$ cat src/rtl/cfd_pkg.sv
`default_nettype none

package cfd_pkg;

	// Largest payload a frame may carry
	localparam int MAX_PAYLOAD = 32;

	// Field widths
	localparam int DATA_W  = 8;
	localparam int IDX_W   = 5;
	localparam int LEN_W   = 6;
	localparam int FIELD_W = DATA_W + IDX_W + LEN_W;
	localparam int TDATA_W = ((FIELD_W + 7) / 8) * 8;
	localparam int PAD_W   = TDATA_W - FIELD_W;

	// Payload store addressing
	localparam int STORE_AW = $clog2(MAX_PAYLOAD);

	// Length byte limit
	localparam logic [DATA_W-1:0] MAX_LEN_B = DATA_W'(MAX_PAYLOAD);

	// Sync pair
	localparam logic [DATA_W-1:0] SYNC0 = 8'hAA;
	localparam logic [DATA_W-1:0] SYNC1 = 8'h55;

	// CRC16-CCITT, MSB first, no final xor
	localparam int                CRC_W    = 16;
	localparam logic [CRC_W-1:0] CRC_INIT = 16'hFFFF;
	localparam logic [CRC_W-1:0] CRC_POLY = 16'h1021;
	localparam int                CRC_BITS_STEP = 4;

	// Request to the CRC unit
	typedef struct packed {
		logic              start;
		logic              init;
		logic [DATA_W-1:0] data;
	} crc_req_t;

	// Advance the CRC register by one nibble of message bits
	function automatic logic [CRC_W-1:0] crc_nib(input logic [CRC_W-1:0] c);
		logic [CRC_W-1:0] r;
		r = c;
		for (int k = 0; k < CRC_BITS_STEP; k++) begin
			r = r[CRC_W-1] ? ((r << 1) ^ CRC_POLY) : (r << 1);
		end
		return r;
	endfunction

endpackage

`default_nettype wire

$ cat src/rtl/cfd_crc_unit.sv
`default_nettype none

module cfd_crc_unit (
	input  wire                            clk,
	input  wire                            arst_n,
	input  wire cfd_pkg::crc_req_t         req,
	output logic [cfd_pkg::CRC_W-1:0]      crc,
	output logic                           busy
);

	logic [cfd_pkg::CRC_W-1:0] crc_q;
	logic                      busy_q;
	logic [cfd_pkg::CRC_W-1:0] seed;

	// Fold the new byte into the high half of the running value
	always_comb begin
		seed = (req.init ? cfd_pkg::CRC_INIT : crc_q) ^ {req.data, {cfd_pkg::DATA_W{1'b0}}};
	end

	// Shift the high nibble on the request cycle, the low nibble on the next
	always_ff @(posedge clk or negedge arst_n) begin
		if (!arst_n) begin
			crc_q  <= cfd_pkg::CRC_INIT;
			busy_q <= 1'b0;
		end else if (req.start) begin
			crc_q  <= cfd_pkg::crc_nib(seed);
			busy_q <= 1'b1;
		end else if (busy_q) begin
			crc_q  <= cfd_pkg::crc_nib(crc_q);
			busy_q <= 1'b0;
		end
	end

	assign crc  = crc_q;
	assign busy = busy_q;

endmodule

`default_nettype wire

$ cat src/rtl/crc_checked_frame_deframer.sv
`default_nettype none

// Sync pair / type / length / payload / CRC16 deframer.
// Type, length and payload bytes feed the 4-bit-per-cycle CRC unit; s_tready is low while busy;
// sync, CRC and oversize length bytes do not start it.
// An empty-frame result appears the cycle after the high CRC byte; a payload run first enters the emit state;
// the run moves a byte per cycle while m_tready is high; s_tready is low until it drains.
// Reset clears control, the CRC to 0xFFFF and accepted type to 1; the store is not cleared.

module crc_checked_frame_deframer (
	input  wire                               clk,
	input  wire                               arst_n,
	input  wire                               s_tvalid,
	output logic                              s_tready,
	input  wire  [cfd_pkg::DATA_W-1:0]        s_tdata,   // [7:0] rx_byte
	output logic                              m_tvalid,
	input  wire                               m_tready,
	output logic [cfd_pkg::TDATA_W-1:0]       m_tdata,   // [7:0] payload_byte, [12:8] byte_index,
	                                                     // [18:13] frame_length, rest zero
	output logic                              m_tuser,   // [0] empty_frame
	output logic                              m_tlast,
	input  wire                               cfg_valid,
	output logic                              cfg_ready,
	input  wire  [cfd_pkg::DATA_W-1:0]        cfg_data   // accepted_type
);

	typedef enum logic [6:0] {
		PH_SYNC0 = 7'b0000001,
		PH_SYNC1 = 7'b0000010,
		PH_TYPE  = 7'b0000100,
		PH_LEN   = 7'b0001000,
		PH_DATA  = 7'b0010000,
		PH_CRCLO = 7'b0100000,
		PH_CRCHI = 7'b1000000
	} ph_t;

	typedef enum logic [1:0] {
		CTL_RECV = 2'b01,
		CTL_EMIT = 2'b10
	} ctl_t;

	ph_t                              phase_q;
	ctl_t                             ctl_q;
	logic [cfd_pkg::DATA_W-1:0]       acc_type_q;
	logic [cfd_pkg::DATA_W-1:0]       type_seen_q;
	logic [cfd_pkg::DATA_W-1:0]       crc_lo_q;
	logic [cfd_pkg::LEN_W-1:0]        pay_cnt_q;
	logic [cfd_pkg::LEN_W-1:0]        byte_cnt_q;
	logic [cfd_pkg::LEN_W-1:0]        byte_cnt_nxt;
	logic [cfd_pkg::LEN_W-1:0]        rd_idx_q;
	logic [cfd_pkg::LEN_W-1:0]        rd_idx_nxt;
	logic [cfd_pkg::DATA_W-1:0]       store_q [cfd_pkg::MAX_PAYLOAD];

	logic                             out_valid_q;
	logic [cfd_pkg::DATA_W-1:0]       out_pay_q;
	logic [cfd_pkg::IDX_W-1:0]        out_idx_q;
	logic [cfd_pkg::LEN_W-1:0]        out_len_q;
	logic                             out_empty_q;
	logic                             out_last_q;

	cfd_pkg::crc_req_t                crc_req;
	logic [cfd_pkg::CRC_W-1:0]        crc_val;
	logic                             crc_busy;

	logic                             in_acc;
	logic                             len_ok;
	logic                             frame_ok;
	logic                             store_wr;
	logic                             start_emit;
	logic                             empty_emit;
	logic                             load_byte;
	logic                             drained;

	cfd_crc_unit u_crc (
		.clk    (clk),
		.arst_n (arst_n),
		.req    (crc_req),
		.crc    (crc_val),
		.busy   (crc_busy)
	);

	assign s_tready   = (ctl_q == CTL_RECV) && !crc_busy;
	assign in_acc     = s_tvalid && s_tready;
	assign len_ok     = (s_tdata <= cfd_pkg::MAX_LEN_B);
	assign frame_ok   = ({s_tdata, crc_lo_q} == crc_val) && (type_seen_q == acc_type_q);
	assign byte_cnt_nxt = byte_cnt_q + 1'b1;
	assign rd_idx_nxt   = rd_idx_q + 1'b1;

	// Decode CRC requests and store writes from the current phase
	always_comb begin
		crc_req       = '0;
		crc_req.data  = s_tdata;
		store_wr      = 1'b0;
		case (phase_q)
			PH_TYPE: begin
				crc_req.start = in_acc;
				crc_req.init  = 1'b1;
			end
			PH_LEN: begin
				crc_req.start = in_acc && len_ok;
			end
			PH_DATA: begin
				crc_req.start = in_acc;
				store_wr      = in_acc &&
					(byte_cnt_q < cfd_pkg::LEN_W'(cfd_pkg::MAX_PAYLOAD));
			end
			default: begin
				crc_req.start = 1'b0;
			end
		endcase
	end

	// Result run control
	assign start_emit = in_acc && (phase_q == PH_CRCHI) && frame_ok;
	assign empty_emit = start_emit && (pay_cnt_q == '0);
	assign load_byte  = (ctl_q == CTL_EMIT) && (rd_idx_q != pay_cnt_q) &&
		(!out_valid_q || m_tready);
	assign drained    = (ctl_q == CTL_EMIT) && (rd_idx_q == pay_cnt_q) &&
		(!out_valid_q || m_tready);

	// Hold the accepted type register
	assign cfg_ready = 1'b1;

	always_ff @(posedge clk or negedge arst_n) begin
		if (!arst_n) begin
			acc_type_q <= cfd_pkg::DATA_W'(1);
		end else if (cfg_valid && cfg_ready) begin
			acc_type_q <= cfg_data;
		end
	end

	// Advance the frame parser on each accepted byte
	always_ff @(posedge clk or negedge arst_n) begin
		if (!arst_n) begin
			phase_q     <= PH_SYNC0;
			type_seen_q <= '0;
			pay_cnt_q   <= '0;
			byte_cnt_q  <= '0;
			crc_lo_q    <= '0;
		end else if (in_acc) begin
			case (phase_q)
				PH_SYNC0: begin
					if (s_tdata == cfd_pkg::SYNC0) phase_q <= PH_SYNC1;
				end
				PH_SYNC1: begin
					if (s_tdata == cfd_pkg::SYNC1) begin
						phase_q <= PH_TYPE;
					end else if (s_tdata != cfd_pkg::SYNC0) begin
						phase_q <= PH_SYNC0;
					end
				end
				PH_TYPE: begin
					type_seen_q <= s_tdata;
					phase_q     <= PH_LEN;
				end
				PH_LEN: begin
					if (!len_ok) begin
						phase_q <= PH_SYNC0;
					end else begin
						pay_cnt_q  <= s_tdata[cfd_pkg::LEN_W-1:0];
						byte_cnt_q <= '0;
						phase_q    <= (s_tdata == '0) ? PH_CRCLO : PH_DATA;
					end
				end
				PH_DATA: begin
					byte_cnt_q <= byte_cnt_nxt;
					if (byte_cnt_nxt >= pay_cnt_q) phase_q <= PH_CRCLO;
				end
				PH_CRCLO: begin
					crc_lo_q <= s_tdata;
					phase_q  <= PH_CRCHI;
				end
				PH_CRCHI: begin
					phase_q <= PH_SYNC0;
				end
				default: begin
					phase_q <= PH_SYNC0;
				end
			endcase
		end
	end

	// Write payload bytes into the store
	always_ff @(posedge clk) begin
		if (store_wr) begin
			store_q[byte_cnt_q[cfd_pkg::STORE_AW-1:0]] <= s_tdata;
		end
	end

	// Sequence the result run
	always_ff @(posedge clk or negedge arst_n) begin
		if (!arst_n) begin
			ctl_q       <= CTL_RECV;
			rd_idx_q    <= '0;
			out_valid_q <= 1'b0;
		end else begin
			if (start_emit) begin
				ctl_q    <= CTL_EMIT;
				rd_idx_q <= '0;
			end else if (drained) begin
				ctl_q <= CTL_RECV;
			end else if (load_byte) begin
				rd_idx_q <= rd_idx_nxt;
			end
			if (load_byte || empty_emit) begin
				out_valid_q <= 1'b1;
			end else if (m_tready) begin
				out_valid_q <= 1'b0;
			end
		end
	end

	// Load the output register from the store, or with the empty-frame result
	always_ff @(posedge clk) begin
		if (load_byte) begin
			out_pay_q   <= store_q[rd_idx_q[cfd_pkg::STORE_AW-1:0]];
			out_idx_q   <= rd_idx_q[cfd_pkg::IDX_W-1:0];
			out_len_q   <= pay_cnt_q;
			out_empty_q <= 1'b0;
			out_last_q  <= (rd_idx_nxt == pay_cnt_q);
		end else if (empty_emit) begin
			out_pay_q   <= '0;
			out_idx_q   <= '0;
			out_len_q   <= '0;
			out_empty_q <= 1'b1;
			out_last_q  <= 1'b1;
		end
	end

	assign m_tvalid = out_valid_q;
	assign m_tdata  = {{cfd_pkg::PAD_W{1'b0}}, out_len_q, out_idx_q, out_pay_q};
	assign m_tuser  = out_empty_q;
	assign m_tlast  = out_last_q;

`ifndef ASSERT_OFF
	a_no_input_during_run: assert property (@(posedge clk) disable iff (!arst_n)
		m_tvalid |-> !s_tready)
		else $error("input taken while a result is pending");

	a_run_ends_on_last: assert property (@(posedge clk) disable iff (!arst_n)
		(m_tvalid && m_tready && m_tlast) |=> !m_tvalid)
		else $error("result presented after the last of a run");

	a_empty_result_form: assert property (@(posedge clk) disable iff (!arst_n)
		(m_tvalid && m_tuser) |-> (m_tlast && (m_tdata[cfd_pkg::DATA_W-1:0] == '0)))
		else $error("empty-frame result is malformed");

	a_crc_stalls_input: assert property (@(posedge clk) disable iff (!arst_n)
		(in_acc && crc_req.start) |=> !s_tready)
		else $error("input taken while the CRC unit is busy");
`endif

endmodule

`default_nettype wire

$ cat config.mk
export PLATFORM = sky130hd
export DESIGN_NAME = crc_checked_frame_deframer
export DESIGN_NICKNAME = d
export VERILOG_FILES = /design/src/rtl/cfd_pkg.sv /design/src/rtl/cfd_crc_unit.sv /design/src/rtl/crc_checked_frame_deframer.sv
export SDC_FILE = /design/constraint.sdc
export NUM_CORES = 1
export LEC_CHECK = 0
export ABC_CLOCK_PERIOD_IN_PS = 5500
export BUFFER_PORTS_ARGS = -buffer_cell sky130_fd_sc_hd__buf_4
export CAP_MARGIN = 30
export CORE_MARGIN = 2
export CORE_UTILIZATION = 60
export CTS_CLUSTER_SIZE = 10
export DETAILED_ROUTE_END_ITERATION = 16
export PLACE_DENSITY = 0.77
export SLEW_MARGIN = 15
export SYNTH_ARGS = -nofsm -noshare
export SYNTH_HDL_FRONTEND = slang
export SYNTH_SLANG_ARGS = --single-unit
$ cat constraint.sdc
create_clock -name clk -period 5.5 [get_ports clk]
set_input_delay 1.375 -clock clk [delete_from_list [all_inputs] [get_ports clk]]
set_output_delay 1.375 -clock clk [all_outputs]
set_load 0.02 [all_outputs]
==> metrics.md, run 1 <==
| Metric | Value |
|---|---|
| H-tree depth | 2 |
| Worst VDD drop | approximately 450 µV |
| GRT overflow | 0 |
| Worst endpoint required time | ~5.6 ns |
| Largest net degree at the start of global routing | 70 |
| R2R Path End | store_q[1][4] |
| Status | complete, no violations |
| Distinct cells, synth | 65 |
| Via count | 8054 |
| Crit-path max FO | 42 |
| Worst-margin pin slew | 0.950 ns |
| Layout cells sized above 1 | 25.1% |
| Slew HR | between 30% and 40% |
| Latest clock arrival within the worst-skew pair | 0.52 ns |
| EDFF count, synth | between 200 and 300 |
| R2R setup slack | 2.27 ns |
| Post-DP HPWL | approximately 19 mm |
| Worst hold path type | flip-flop to flip-flop |
| Synth area leaders | edfxtp_1 (55%), mux4_2 (11%), dfrtp_1 (8.3%), dfstp_2 (3.3%), xnor2_1 (2.8%) |
| N_diodes | 0 |
| Final ANT Viol Nets | 0 |
| # rows | 57 |
| Initial core utilization | 61.4% |
| Final setup fails | 0 |
| Drt pass-1 iters | 5 |
| Fmax | between 200 and 300 MHz |
| Top FF cell, synth | edfxtp_1 |
| Synth top area share | 55.3% |
| Number of setup buffers added after CTS | 0 |
| Worst EP arrival | between 3 and 4 ns |
| WHS Endpoint | m_tuser |
| Yosys Warn Count | 0 |
| CTS max path bufs | 3 |
| Post_cts resized | 0 |
| PwrDens | 432 nW/µm² |
| First-pass GRT wire length | 47.4 mm |
| Worst-path clk slew | around 0.050 ns |
| Final std cells w/o fill | around 1300 |
| Post-synth top area cell | edfxtp_1 |
| CTS tree | built |
| Final WS setup | roughly 2.1 ns |
| Element type at the critical path end | flip-flop |
| Area grow syn2layout | 11.1% |
| Initial antenna violation count | 1 |
| Final WL | 30.5 mm |
| Unrepaired setup endpoints after global routing | no |
| Nets | ~980 |
| Leak pwr | 5.77 nW |
| Max-Cap Viols | 0 |
| I/O Buffers | 43 |
| Average size of a mapped cell | 16.6 µm² |
| Num CTS Buffers | 40 |
| Worst hold margin | about 0.45 ns |
| Share of synthesized registers carrying an async set or reset | 19.9% |
| Placer Congestion | 0.817 |
| RR Startpoint | u_crc.busy |
| WL/cell | roughly 24 µm |
| Num ports | 50 |
| Post-Route Skew | between 0.01 and 0.015 ns |
| Filler cells | 1593 |
| Crit start category | input port |
| Placed cell count | 1227 |
| Die X | about 160 µm |
| Clock sinks | about 350 |
| #FFs+latches synth | ~350 |
| Hold depth | 2 |
| Placement Setup Slack | between 1.5 and 2 ns |
| Sequential Area | 10100 µm² |
| Hold_sp | m_tuser |
| Tcrit/Tclk final | 62.1% |
| Vias in the first global route | 8024 |
| Post-DR vias/cell | about 6.3 |
| Util after Layout | 68.3% |
| Final hold violations | 0 |
| Multi-input gate area | 4610 µm² |
| GRT Util Overall | 24.1% |
| DRT iter0 DRCs | roughly 860 |
| Max Transition Viols Final | 0 |
| DRC | 0 |
| Mapped cell area | around 15000 µm² |
| Post-layout minimum cycle time | 3.42 ns |
| Cts hold-fix bufs | 0 |
| Post-Syn Instances | roughly 910 |
| Reg2Reg Depth | 6 |
| DIE AREA | ~26000 µm² |
| Die height | 162 µm |
| Post-route setup TNS | 0 ns |
| Worst Setup Path Type | input port to flip-flop |
| CTS root buf | clkbuf_16 |
| Post-synthesis sequential area ratio | between 60% and 70% |
| CORE AREA | 24400 µm² |
routing by layer:
layer	up-vias	routed length, µm	global-route usage (%)	share of wire (%)
li1	3567	-	-	-
met5	-	0	0	0
met3	42	2480	4.44	8.1
met1	4068	12400	34.6	41
met4	0	508	6.40	1.7
met2	377	15100	38.8	49
cells in the final DEF (no fill, tap or decap), drive strengths merged, types with 7 or more instances in the layout:
cell type / synthesis / routed
edfxtp: 276 / 276
nand3: 9 / 9
xor2: 13 / 13
nand2: 40 / 40
clkbuf: 38 / 54
nand3b: 10 / 10
mux2i: 18 / 18
dfstp: 19 / 19
buf: 20 / 53
mux4: 71 / 71
ha: 12 / 12
a22o: 12 / 12
nand4: 8 / 8
o211ai: 9 / 9
a21oi: 17 / 17
nor2: 63 / 63
o21ai: 15 / 15
dfrtp: 50 / 50
nor3: 9 / 9
inv: 19 / 20
xnor2: 48 / 48
mux2: 37 / 37
a21o: 7 / 7
state kept, by name, indices dropped and copies added, names as in the netlist:
signal	flops
acc_type_q	8
byte_cnt_q	6
crc_lo_q	8
ctl_q	2
m_tlast	1
m_tuser	1
m_tvalid	1
out_idx_q	5
out_len_q	6
out_pay_q	8
pay_cnt_q	6
phase_q	7
rd_idx_q	6
store_q	256
type_seen_q	8
u_crc.busy	1
u_crc.crc	16
where the power goes:
group / internal (mW) / switching [mW] / leakage (nW) / total (mW)
Combinational: 0.851 / 0.924 / 1.89 / 1.78
Clock: 1.33 / 0.936 / 0.527 / 2.27
Sequential: 2.98 / 0.170 / 3.36 / 3.15
Total: 5.17 / 2.03 / 5.77 / 7.20
synthesized netlist by cell type, drive strengths merged, types with 4 or more instances:
master	instances
a21oi	17
clkbuf	38
nand4	8
nor2	63
inv	19
o311ai	4
nor3b	5
nand2	40
a22oi	4
nand2b	4
nand3	9
o21ai	15
nor3	9
a21o	7
o31ai	4
mux2i	18
xor2	13
a221oi	6
mux2	37
and2	6
buf	20
dfrtp	50
and3	5
edfxtp	276
dfstp	19
nor2b	6
nor4b	5
a22o	12
mux4	71
xnor2	48
o211ai	9
nand3b	10
ha	12
per-stage QoR:
stage,area (µm²),power [mW]
CTS,16600,7.24
global route,16700,7.46
detailed placement,15500,4.97
finish,16700,7.20
floorplan,15000,4.42
global placement,15500,4.94
critical path: stages:
cell and delay (ns):
buf_4 0.36, xnor2_1 0.17, nand4_1 0.10, nor4_1 0.59
nand4_1 0.28, nand2_1 0.64
how the worst max path moves through the flow:
| stage | from | cells after the start | endpoint |
|---|---|---|---|
| final | s_tdata[7] | 6 | out_pay_q[6] |
| after global routing | s_tdata[7] | 6 | out_pay_q[6] |
| after CTS | s_tdata[7] | 6 | out_pay_q[6] |
| after detailed placement | s_tdata[7] | 6 | out_pay_q[0] |
| after global placement | s_tdata[7] | 6 | out_pay_q[0] |
| after floorplan | s_tvalid | 4 | store_q[19][0] |
cell families after synthesis:
logic type	count (synthesis)	share of synthesized area (%)
other	2	0.0501
xor gates and xnor gates	61	3.56
muxes	126	14.7
adders and majority gates	12	1.00
AOI/OAI and AO/OA	95	4.92
and+or+nand+nor	186	6.41
DFF	346	67.1
buffers and inverters	77	2.29
final cells by class:
class	count	share of cell area [%]
multi-input cells	486	27.7
flip-flops and latches	346	60.4
inverters	19	0.428
clock buffers	54	6.39
clock inverters	2	0.150
repair buffers	53	2.46
well taps	324	2.43
(Power assumes the default switching activity.)
==> run 2, diff against run 1 <==
Settings changed: ABC_AREA from default to 1, ABC_CLOCK_PERIOD_IN_PS 5500 to 3450.
Clock period 5.5 ns to 3.45 ns, I/O delays scaled along.
==> run 2 against run 1 <==
Register-to-register slack worse by 1.5 ns. Power is 21% higher. Critical path depth is 1 higher. Largest power group unchanged. Sequential share of layout area is 2.2 points lower. Worst hold slack worse by 0.16 ns. Critical path type is now flip-flop to flip-flop. Critical endpoint is now store_q[24][5]. Wire length is 26% higher. Non-clock buffer count is 16 higher. Die area is 3.5% higher. Highest routed layer unchanged. Area after synthesis is 3.6% higher.
==> metrics.md, run 2 <==
| Metric | Value |
|---|---|
| Unrepaired setup endpoints after global routing | no |
| Vias in the first global route | 10600 (+32%) |
| Pint | 6.88 mW (+33%) |
| Area grow syn2layout | 11.4% |
| DIE AREA | 27200 µm² (+3.5%) |
| PwrDens | 504 nW/µm² (+17%) |
| Post-layout minimum cycle time | between 2 and 3 ns |
| Cts hold-fix bufs | 0 (unchanged) |
| Worst-margin pin slew | 0.769 ns (-0.181 ns) |
| Post-Route Skew | 0.0174 ns (+0.00305 ns) |
| Sw Pwr | 1.84 mW (-9.5%) |
| CTS tree | built |
| Post-synth top area cell | edfxtp_1 |
| Drt pass-1 iters | 6 (+1) |
| CTS max path bufs | 3 (unchanged) |
| RR Startpoint | u_crc.busy |
| Placement Setup Slack | 0.576 ns (-1.05 ns) |
| Tcrit/Tclk final | 77.9% |
| Layout cells sized above 1 | 12.2% (-13 points) |
| Yosys Warn Count | 0 (unchanged) |
| Worst-path clk slew | 0.05 ns (about the same) |
| DP Area | 16100 µm² (+3.8%) |
| Post-synthesis sequential area ratio | 64.8% (-2.3 points) |
| Placed cell count | 1790 (+46%) |
| Max reg flops | 256 (unchanged) |
| R2R Path End | store_q[24][5] |
| Filler cells | 1818 (+14%) |
| Initial core utilization | 61.5% (about the same) |
| Post-route setup TNS | 0 ns (unchanged) |
| Share of synthesized registers carrying an async set or reset | 19.9% (unchanged) |
| Post-DR vias/cell | 5.89 (-6.1%) |
| Sequential Area | 10100 µm² (about the same) |
| Worst hold margin | 0.293 ns (-0.160 ns) |
| DRC | 0 (unchanged) |
| Fmax | 372 MHz |
| CTS root buf | clkbuf_16 |
| Distinct cells, synth | 48 (-26%) |
| GRT Util Overall | 29.2% (+5.1 points) |
| Top FF cell, synth | edfxtp_1 |
| Sw frac | 21.1% (-7.1 points) |
| First-pass GRT wire length | 58.9 mm (+24%) |
| Top post-synthesis cells by count | nand2_1 (326), edfxtp_1 (276), nor2_1 (176) |
| Die height | 165 µm (+1.7%) |
| GRT overflow | 0 (unchanged) |
| Final setup fails | 0 (unchanged) |
| Multi-input gate area | 4730 µm² (+2.5%) |
| Worst hold path type | input port to async pin |
| # rows | 58 (+1.8%) |
| Crit-path max FO | 10 (-76%) |
| Total power | 8.72 mW (+21%) |
| Most frequent cells in the layout | nand2_1 (326), edfxtp_1 (276), nor2_1 (175) |
| Max Transition Viols Final | 0 (unchanged) |
| Post_cts resized | 0 (unchanged) |
| Mapped cell area | 15500 µm² (+3.6%) |
| Final hold violations | 0 (unchanged) |
| Worst VDD drop | 416 µV (-8.4%) |
| Final WL | 38.5 mm (+26%) |
| Clock sinks | 346 (unchanged) |
| Synth top area share | 53.4% (-1.9 points) |
| Final ANT Viol Nets | 0 (unchanged) |
| Worst Setup Path Type | flip-flop to flip-flop |
| Status | complete, no violations |
| #FFs+latches synth | 346 (unchanged) |
| EDFF count, synth | 276 (unchanged) |
| Util after Layout | 68.5% (+0.20 points) |
| Placer Congestion | 0.905 (+11%) |
| DRT iter0 DRCs | 1418 (+65%) |
| Num ports | 50 (unchanged) |
| Number of setup buffers added after CTS | 0 (unchanged) |
| Average size of a mapped cell | 10.6 µm² (-36%) |
| Largest net degree at the start of global routing | 154 (+120%) |
| Final Cell Area | 17300 µm² (+3.8%) |
| Reg power frac | 52.7% (+8.9 points) |
| Post-DP HPWL | 25.1 mm (+34%) |
| Leak pwr | 6.58 nW (+14%) |
| Slew HR | 48.5% (+12 points) |
| Num CTS Buffers | 40 (unchanged) |
| Worst endpoint required time | 3.60 ns (-2.04 ns) |
| Final std cells w/o fill | 1851 (+44%) |
| Crit start category | flip-flop |
| Post-Syn Instances | 1458 (+61%) |
| Element type at the critical path end | flip-flop |
| Synth area leaders | edfxtp_1 (53%), dfrtp_1 (8.1%), nand2_1 (7.9%), o21ai_0 (4.3%), nor2_1 (4.3%) |
| Clock power frac | 42.8% (+11 points) |
| R2R setup slack | 0.76 ns (-1.51 ns) |
| Most common cell after layout, fill and taps aside | nand2_1 |
| Reg2Reg Depth | 7 (+1) |
| CORE AREA | 25300 µm² (+3.5%) |
| Max-Cap Viols | 0 (unchanged) |
| Latest clock arrival within the worst-skew pair | 0.53 ns (about the same) |
| H-tree depth | 2 (unchanged) |
| Via count | 10900 (+35%) |
| I/O Buffers | 43 (unchanged) |
| Nets | 1536 (+57%) |
| Worst EP arrival | 2.84 ns (-0.72 ns) |
| Most numerous cell in the Yosys netlist | nand2_1 |
| Combinational power share | 4.5% (-20 points) |
| Die X | 165 µm (+1.7%) |
| WL/cell | 20.8 µm (-12%) |
| N_diodes | 0 (unchanged) |
| Final WS setup | 0.761 ns (-1.32 ns) |
| Initial antenna violation count | 0 (-1) |
## run 2: cell types whose count changed in the layout (fill, tap and decap cells not counted), sizes merged, moves of 18 or more
cell	change
inv	+81
nand3	+78
mux4	-71
o21ai	+134
nand2	+300
mux2i	-18
nor2	+124
nand4	+18
mux2	-29
xnor2	-20
## run 2: routing by layer
metal | global-route usage [%] | vias up | wire length (µm)
li1 | - | 5042 | -
met1 | 40.9 | 5184 | 15500
met2 | 46.1 | 580 | 18000
met3 | 4.17 | 99 | 3620
met4 | 12.5 | 0 | 1370
met5 | 0 | - | 0
## run 2: worst max path at each step
stage / cells past startpoint / slack [ns] / start / to
2_1_floorplan: 8 / 1.01 / s_tdata[5] / m_tlast
3_3_place_gp: 11 / 0.63 / s_tdata[2] / out_idx_q[3]
3_5_place_dp: 11 / 0.58 / s_tdata[2] / out_len_q[4]
4_1_cts: 7 / 0.81 / u_crc.busy / store_q[24][1]
5_1_grt: 7 / 0.71 / u_crc.busy / store_q[12][7]
6_report: 7 / 0.76 / u_crc.busy / store_q[24][5]
## run 2: logic make-up after synthesis
| group | count (synthesis) | synth area share (%) |
|---|---|---|
| other cells | 2 | 0.0484 |
| xor+xnor | 49 | 2.77 |
| compound gates | 218 | 7.66 |
| simple gates | 652 | 18.3 |
| flops | 346 | 64.8 |
| mux | 8 | 0.580 |
| fa+ha+maj | 12 | 0.967 |
| buf+inv | 171 | 4.85 |
## run 2: power by group through the flow
stage / Clock, mW / Combinational, mW / Sequential [mW]
floorplan: 0 / 0.226 / 4.67
global placement: 0 / 0.376 / 4.68
detailed placement: 0 / 0.383 / 4.68
CTS: 3.75 / 0.386 / 4.60
global route: 3.92 / 0.427 / 4.60
finish: 3.73 / 0.389 / 4.60
## run 2: area by class of cell
cell class / count / area share, %
clock buffer: 59 / 6.45
clock inverter: 1 / 0.0941
inverter: 101 / 2.22
multi-input combinational: 945 / 27.3
timing repair buffer: 69 / 3.33
sequential: 346 / 58.2
tap: 330 / 2.39
## run 2: worst max-delay path: stages, from the launching register on
cell and delay, ns:
dfrtp_1 0.53, inv_4 0.17, nand3_2 0.08, inv_2 0.08, nand2_4 0.14, nor3_4 0.46
nand2_4 0.24, nor2_1 0.62
==> run 3, diff against run 2 <==
Settings changed: ABC_CLOCK_PERIOD_IN_PS 3450 to 2300, CORE_UTILIZATION 60 to 56, PLACE_DENSITY 0.77 to 0.76.
Clock period 3.45 ns to 2.3 ns, I/O delays scaled along.
==> run 3 against run 2 <==
Combinational power grew 58%. Maximum frequency grew 24%. Sequential share of layout area shrank 1.8 points. Wire length shrank 1.3%. Via count grew 0.62%. Clock power grew 53%. Global-route usage shrank 2.7 points. Critical endpoint is now phase_q[0]. Largest cell class unchanged. Highest routed layer unchanged.
==> metrics.md, run 3 (synthesis results as in run 2) <==
| Metric | Value |
|---|---|
| CORE AREA | 27100 µm² (+7.3%) |
| Worst EP arrival | 2.64 ns (-0.20 ns) |
| First-pass GRT wire length | 58.5 mm (-0.80%) |
| DIE AREA | 29100 µm² (+7.0%) |
| DRT iter0 DRCs | 1165 (-18%) |
| Fmax | 459 MHz (+24%) |
| Top Layer Used | met4 |
| Met3 WL | 3.04 mm (-16%) |
| WL met1 | 15.4 mm (-0.56%) |
| Filler cells | 1986 (+9.2%) |
| Crit start category | flip-flop |
| CTS max path bufs | 3 (unchanged) |
| Final std cells w/o fill | 1957 (+5.7%) |
| Via count | 11000 (+0.62%) |
| Worst VDD drop | 499 µV (+20%) |
| Layout cells sized above 1 | 15.5% (+3.3 points) |
| Largest net degree at the start of global routing | 76 (-51%) |
| R2R setup slack | 0.12 ns (-0.64 ns) |
| Area grow syn2layout | 15.1% |
| Die X | 170 µm (+3.4%) |
| DP Area | 16700 µm² (+3.2%) |
| Slew HR | 60.1% (+12 points) |
| Initial antenna violation count | 0 (unchanged) |
| Clock sinks | 346 (unchanged) |
| H-tree depth | 2 (unchanged) |
| Worst-margin pin slew | 0.598 ns (-0.171 ns) |
| Nets | 1594 (+3.8%) |
| Worst Setup Path Type | flip-flop to flip-flop |
| Most frequent cells in the layout | nand2_1 (326), edfxtp_1 (276), nor2_1 (174) |
| Final WL | 38.0 mm (-1.3%) |
| Total power | 13.2 mW (+52%) |
| Number of setup buffers added after CTS | 0 (unchanged) |
| Placer Congestion | 0.949 (+4.9%) |
| Max reg flops | 256 (unchanged) |
| GRT Util Overall | 26.5% (-2.7 points) |
| Post-DP HPWL | 25.1 mm (-0.23%) |
| Final ANT Viol Nets | 0 (unchanged) |
| Multi-input gate area | 4750 µm² (+0.53%) |
| Post-DR vias/cell | 5.61 (-4.8%) |
| WL/cell | 19.4 µm (-6.7%) |
| Status | complete, no violations |
| Max Transition Viols Final | 0 (unchanged) |
| Util after Layout | 65.9% (-2.6 points) |
| Post-Route Skew | 0.0167 ns (-0.000738 ns) |
| Worst hold path type | input port to flip-flop |
| CTS tree | built |
| Placed cell count | 1888 (+5.5%) |
| Leak pwr | 6.90 nW (+4.9%) |
| Final hold violations | 0 (unchanged) |
| # rows | 60 (+3.4%) |
| Max-Cap Viols | 0 (unchanged) |
| Initial core utilization | 57.3% (-4.2 points) |
| Worst-path clk slew | 0.06 ns (about the same) |
| Num ports | 50 (unchanged) |
| Drt pass-1 iters | 6 (unchanged) |
| Sequential Area | 10100 µm² (about the same) |
| Vias in the first global route | 10600 (-0.44%) |
| DRC | 0 (unchanged) |
| Die height | 170 µm (+3.4%) |
| PwrDens | 740 nW/µm² (+47%) |
| Element type at the critical path end | flip-flop |
| Num CTS Buffers | 41 (+2.5%) |
| CTS root buf | clkbuf_16 |
| Most common cell after layout, fill and taps aside | nand2_1 |
| Post-route setup TNS | 0 ns (unchanged) |
| Latest clock arrival within the worst-skew pair | 0.53 ns (about the same) |
| GRT overflow | 0 (unchanged) |
| Post-layout minimum cycle time | 2.18 ns (-0.513 ns) |
| I/O Buffers | 43 (unchanged) |
| N_diodes | 0 (unchanged) |
| Crit-path max FO | 4 (-6) |
| Final Cell Area | 17900 µm² (+3.3%) |
| Tcrit/Tclk final | 94.6% (+17 points) |
| Met2 WL post-DR | 18.5 mm (+2.5%) |
| Final setup fails | 0 (unchanged) |
| Worst endpoint required time | 2.76 ns (-0.84 ns) |
## run 3: timing repair
action | 4_1_cts | 5_1_grt
setup endpoints to repair | 0 | 7
endpoints found under the hold margin | 17 | 0
gates resized for setup | 0 | 5
hold buffers | 1 | 0
## run 3: layer usage
layer	track usage (%)	up-vias
met5	0	-
met4	7.88	0
met3	3.81	90
met2	44.2	463
met1	36.5	5251
li1	-	5169
## run 3: area by class of cell
cell class                      count  share of cell area (%)
Clock buffer                       65                    6.37
Inverter                          101                    2.15
Tap cell                          372                    2.61
Multi-Input combinational cell    946                    26.6
Timing Repair Buffer              125                    5.76
Clock inverter                      2                   0.140
Sequential cell                   346                    56.4
## run 3: power breakdown
| part | total [mW] | switching [mW] | leakage, nW | internal (mW) |
|---|---|---|---|---|
| clock | 5.70 | 2.34 | 0.556 | 3.37 |
| combinational | 0.616 | 0.416 | 3.02 | 0.200 |
| sequential | 6.90 | 0.0622 | 3.32 | 6.83 |
| total | 13.2 | 2.82 | 6.90 | 10.4 |
## run 3: worst max-delay path, cell delays in order (launching register included)
cell      delay, ns
dfrtp_1        0.38
ha_1           0.21
nand3_1        0.13
xor2_1         0.23
inv_1          0.07
ha_1           0.29
nand4_1        0.09
o21bai_1       0.17
nand3_2        0.13
nand2_1        0.08
nor2_2         0.16
nand2_1        0.09
nand2_1        0.08
## run 3: final timing paths
kind | end | start | cells past startpoint
worst max-delay path | phase_q[0] | byte_cnt_q[0] | 12
worst max register to register | phase_q[0] | byte_cnt_q[0] | 12
worst min-delay path | acc_type_q[6] | cfg_data[6] | 2
max in group asynchronous | u_crc.crc[2] | arst_n | 3
worst min register to register | m_tuser | m_tuser | 2
min in group asynchronous | byte_cnt_q[3] | arst_n | 2
## run 3: metrics by stage
stage | setup slack [ns] | hold slack [ns]
6_report | 0.124 | 0.289
3_5_place_dp | 0.0707 | 0.460
2_1_floorplan | 0.143 | 0.279
3_3_place_gp | 0.134 | 0.465
5_1_grt | -0.0125 | 0.279
4_1_cts | 0.0709 | 0.276
